--- src/rtl/sdr_pkg.sv ---
`timescale 1ns / 1ps

package sdr_pkg;

   // Fixed field widths
   localparam int WORD_W    = 32;
   localparam int CFG_W     = 9;
   localparam int ROW_BITS  = 10;
   localparam int RCOL_BITS = 8;

   // Depth 1.0 in signed Q7.24
   localparam logic [WORD_W-1:0] DEPTH_ONE = 32'h0100_0000;

   // Transaction modes
   localparam logic [1:0] MODE_CLEAR = 2'd0;
   localparam logic [1:0] MODE_FILL  = 2'd1;
   localparam logic [1:0] MODE_READ  = 2'd2;

   // Register indexes
   localparam logic [1:0] CSR_ROW_WIDTH   = 2'd0;
   localparam logic [1:0] CSR_SLICE_FIRST = 2'd1;
   localparam logic [1:0] CSR_SLICE_END   = 2'd2;

   // Register reset values
   localparam logic [CFG_W-1:0] RESET_ROW_WIDTH   = 9'd256;
   localparam logic [CFG_W-1:0] RESET_SLICE_FIRST = 9'd0;
   localparam logic [CFG_W-1:0] RESET_SLICE_END   = 9'd256;

   // Destination of a multiply-accumulate result
   typedef enum logic [1:0] {
      TAG_LX,
      TAG_LD,
      TAG_RX,
      TAG_SPAN
   } tag_type;

   typedef struct packed {
      logic              valid;
      tag_type           tag;
      logic [WORD_W-1:0] a;
      logic [WORD_W-1:0] b;
      logic [WORD_W-1:0] n;
   } mac_req_type;

   typedef struct packed {
      logic              valid;
      tag_type           tag;
      logic [WORD_W-1:0] value;
   } mac_rsp_type;

   typedef enum logic [3:0] {
      ST_INIT,
      ST_IDLE,
      ST_DECODE,
      ST_CLEAR,
      ST_READ_CAP,
      ST_ROW,
      ST_SPAN_WAIT,
      ST_SPAN,
      ST_STEP_LX,
      ST_STEP_LD,
      ST_STEP_RX,
      ST_STEP_WAIT,
      ST_DONE
   } state_type;

endpackage

--- src/rtl/sdr_mac.sv ---
`timescale 1ns / 1ps

// a + b * n modulo 2^32, two stages, one operation may enter every cycle
module sdr_mac (
   input  logic                 clock,
   input  logic                 reset,
   input  sdr_pkg::mac_req_type req,
   output sdr_pkg::mac_rsp_type rsp
);

   logic                               s1_valid_ff;
   sdr_pkg::tag_type                   s1_tag_ff;
   logic [sdr_pkg::WORD_W-1:0]         s1_base_ff;
   logic [sdr_pkg::WORD_W-1:0]         s1_prod_ff;
   logic [sdr_pkg::WORD_W-1:0]         s1_prod_in;
   logic                               s2_valid_ff;
   sdr_pkg::tag_type                   s2_tag_ff;
   logic [sdr_pkg::WORD_W-1:0]         s2_sum_ff;
   logic [sdr_pkg::WORD_W-1:0]         s2_sum_in;

   // low word of the product, then the accumulate
   assign s1_prod_in = sdr_pkg::WORD_W'(req.b * req.n);
   assign s2_sum_in  = s1_base_ff + s1_prod_ff;

   always_ff @(posedge clock) begin
      if (reset) begin
         s1_valid_ff <= 1'b0;
         s2_valid_ff <= 1'b0;
      end else begin
         s1_valid_ff <= req.valid;
         s2_valid_ff <= s1_valid_ff;
      end
   end

   always_ff @(posedge clock) begin
      s1_tag_ff  <= req.tag;
      s1_base_ff <= req.a;
      s1_prod_ff <= s1_prod_in;
      s2_tag_ff  <= s1_tag_ff;
      s2_sum_ff  <= s2_sum_in;
   end

   assign rsp.valid = s2_valid_ff;
   assign rsp.tag   = s2_tag_ff;
   assign rsp.value = s2_sum_ff;

endmodule

--- config.mk ---
export PLATFORM = sky130hd
export DESIGN_NAME = sdr_mac
export DESIGN_NICKNAME = d
export VERILOG_FILES = /design/src/rtl/sdr_pkg.sv /design/src/rtl/sdr_mac.sv
export SDC_FILE = /design/constraint.sdc
export NUM_CORES = 1
export LEC_CHECK = 0
export ABC_CLOCK_PERIOD_IN_PS = 10170
export BUFFER_PORTS_ARGS = -buffer_cell sky130_fd_sc_hd__buf_2
export CAP_MARGIN = 25
export CORE_MARGIN = 2
export CORE_UTILIZATION = 40
export DETAILED_ROUTE_END_ITERATION = 16
export GPL_ROUTABILITY_DRIVEN = 0
export GPL_TIMING_DRIVEN = 0
export PLACE_DENSITY = 0.65
export REMOVE_ABC_BUFFERS = 1
export SLEW_MARGIN = 20
export SYNTH_ARGS = -nofsm -noshare
export SYNTH_HDL_FRONTEND = slang
export SYNTH_SLANG_ARGS = --single-unit
--- constraint.sdc ---
create_clock -name clock -period 10.17 [get_ports clock]
set_input_delay 3.051 -clock clock [delete_from_list [all_inputs] [get_ports clock]]
set_output_delay 3.051 -clock clock [all_outputs]
set_load 0.005 [all_outputs]
==> run metrics <==
Netlist cell types 57; Crit. End Element register; WS Path Type in -> reg; total of max-cap violations 0; worst-margin pin slew 0.726 ns; vias post-DR 13881; Detailed Place HPWL 37600 um; Tmin final 9.73 ns; initial antenna violation count 0; nets@finish 2800; CP Max Fanout 27; post-CTS setup buffer count 0; Die W 224 um; residual overflow from global routing 0; Util after Layout 43.4%; Iteration-0 DRC Markers 823; Synth Flop Type dfxtp_1; pin count of the biggest net entering global routing 33; Clock Tree Root clkbuf_16; wire per inst 16.6 um; mapped cell area 19300 um2; Synth Warn # 0; clock-pin transition on the worst setup and hold timing paths 0.07 ns; post-cts resize count 0; drt drc 0; Clock Tree Buf Depth 2; core footprint 47700 um2; # clock sinks 102; antenna-violating nets left 0; Rows 80; vias in the first global route 14982; WP data arrival 9.94 ns; most used cell, CP fa_1; CP peak stage delay 0.56 ns; Die Y 224 um; Routed WL 45700 um; sequential fraction of the synthesis area 10.6%; worst min path class reg -> reg; RSZ-0062 raised after global routing no; multi-input combinational cell area 15400 um2; syn avg cell area 9.28 um2; crit start category input pin; Slew Limit Fails 0; H-tree depth 3; Max stage delay cell, worst path fa_1; most frequent cell after synthesis fa_1; largest area contributor in the netlist fa_1; Setup violations, final 0; status complete, no violations; initial core utilization 40.5%; Cells after Synth 2081; Critical Path RT 10.38 ns; Highest Clock Rate 0.103 GHz; fillcell total 4568; post-synth top area share 42.4%; clock tree skew after final layout 0.0117 ns; FF+latch count, synth 102; share of cells above drive strength 1 7.66%; Hold Vio Cnt, Final 0; Ports 136; 1st-pass router iterations 5; crit path buf inv count 5; first-pass GRT wire length 76400 um; Antenna diodes 0; CTS tree done; delay-heaviest family, CP adder cells; area delta synth->final 7.29%; port buffer count 135; worst-skew pair later-pin latency 0.34 ns; most frequent cells after synthesis fa_1 (409), inv_1 (408), nand2_1 (286); Sum Neg Setup Slack 0 ns; FFs w/ async S/R, synth 0%; total CTS buffers 9; Synth area leaders fa_1 (42%), dfxtp_1 (11%), ha_1 (10%); Worst slew margin 51.6%; Die Area 50100 um2; GR Util All Layers 18.9%; Post-synth EDFFs 0; final period utilization 95.6%; crit-path cells buf_2 -> and2_1 -> fa_1 -> fa_1 -> inv_1 -> fa_1 -> fa_1 -> inv_1 -> fa_1 -> inv_1 -> fa_1 -> fa_1 -> fa_1 -> inv_1 -> ha_1 -> a21oi_1 -> o21bai_1 -> a21oi_1 -> o21ai_0 -> a21oi_1 -> a211oi_1 -> or2_2 -> o311ai_0; Reg area 2040 um2; routed vias/inst 5.04; cts hold-fix bufs 0
## flip-flops by register name, summed over array words and instances (netlist names)
register / cells
s1_base_ff: 32
s1_prod_ff: 32
s2_tag_ff: 2
s2_valid_ff: 1
s1_tag_ff: 2
s1_valid_ff: 1
s2_sum_ff: 32
## kinds of logic after synthesis
| family | count (synthesis) | synth area share (%) |
|---|---|---|
| and+or+nand+nor | 642 | 16.6 |
| adders and majority gates | 563 | 52.4 |
| buffers and inverters | 499 | 9.72 |
| AOI/OAI and AO/OA | 168 | 5.91 |
| xor gates and xnor gates | 107 | 4.85 |
| DFF | 102 | 10.6 |
## layout by cell type (no fill, tap or decap), types with 3 or more instances in the layout
cell type  Yosys  layout
fa_1         409     409
inv_1        408     408
nand2_1      286     286
and2_1       275     275
ha_1         154     154
buf_2          0     135
dfxtp_1      102     102
xnor2_1       85      85
a21oi_1       52      52
nor2_1        32      32
o21ai_0       27      27
xor2_1        22      22
a21o_1        18      18
a211oi_1      13      13
nand3_1       10      10
nor3_1         9       9
clkbuf_16      0       9
o21a_1         7       7
nor2b_1        7       7
o21bai_1       7       7
nand2b_1       6       6
and3_1         5       5
a211o_1        4       4
nand4_1        4       4
o211ai_1       4       4
a31o_2         3       3
a31oi_1        3       3
a21boi_0       3       3
clkinv_4       0       3
## cell type report
class,instances,share of cell area (%)
Clock buffer,10,1.10
Clock inverter,6,0.380
Inverter,408,7.39
Multi-Input combinational cell,1480,74.3
Sequential cell,102,9.85
Tap cell,615,3.71
Timing Repair Buffer,135,3.26
## worst register-to-register path: cells and delay by family, from the launching register on
| kind | cells | cell delay (ns) |
|---|---|---|
| DFF | 1 | 0.32 |
| adders and majority gates | 1 | 0.31 |
| AOI/OAI and AO/OA | 8 | 2.20 |
## stage by stage
stage | instance area, um2 | cells | setup WS (ns) | hold slack (ns)
final | 20700 | 2756 | 0.443 | 0.329
after detailed placement | 20400 | 2740 | 0.0469 | 0.315
after global routing | 20700 | 2756 | 0.202 | 0.346
after CTS | 20700 | 2756 | 0.403 | 0.330
after floorplan | 19000 | 1990 | 1.15 | 0.310
after global placement | 20400 | 2740 | 0.198 | 0.313
## routing by layer
| metal | global-route usage (%) | vias to the layer above | part of all wire [%] |
|---|---|---|---|
| li1 | - | 6310 | - |
| met3 | 1.39 | 57 | 4.6 |
| met5 | 0 | - | 0 |
| met4 | 4.24 | 0 | 1.9 |
| met2 | 33.4 | 393 | 49 |
| met1 | 25.6 | 7121 | 45 |
## worst paths after layout
kind                                     from        endpoint  slack [ns]  depth (start not counted)
worst max register to register  s1_base_ff[1]   s2_sum_ff[25]        7.24                          9
worst min-delay path             s1_tag_ff[1]    s2_tag_ff[1]        0.33                          0
worst max-delay path                   req[5]  s1_prod_ff[30]        0.44                         23
worst min register to register   s1_tag_ff[1]    s2_tag_ff[1]        0.33                          0
Power is not shown: default switching activity piles up to over one toggle a cycle in this logic, so the estimate is an artifact.
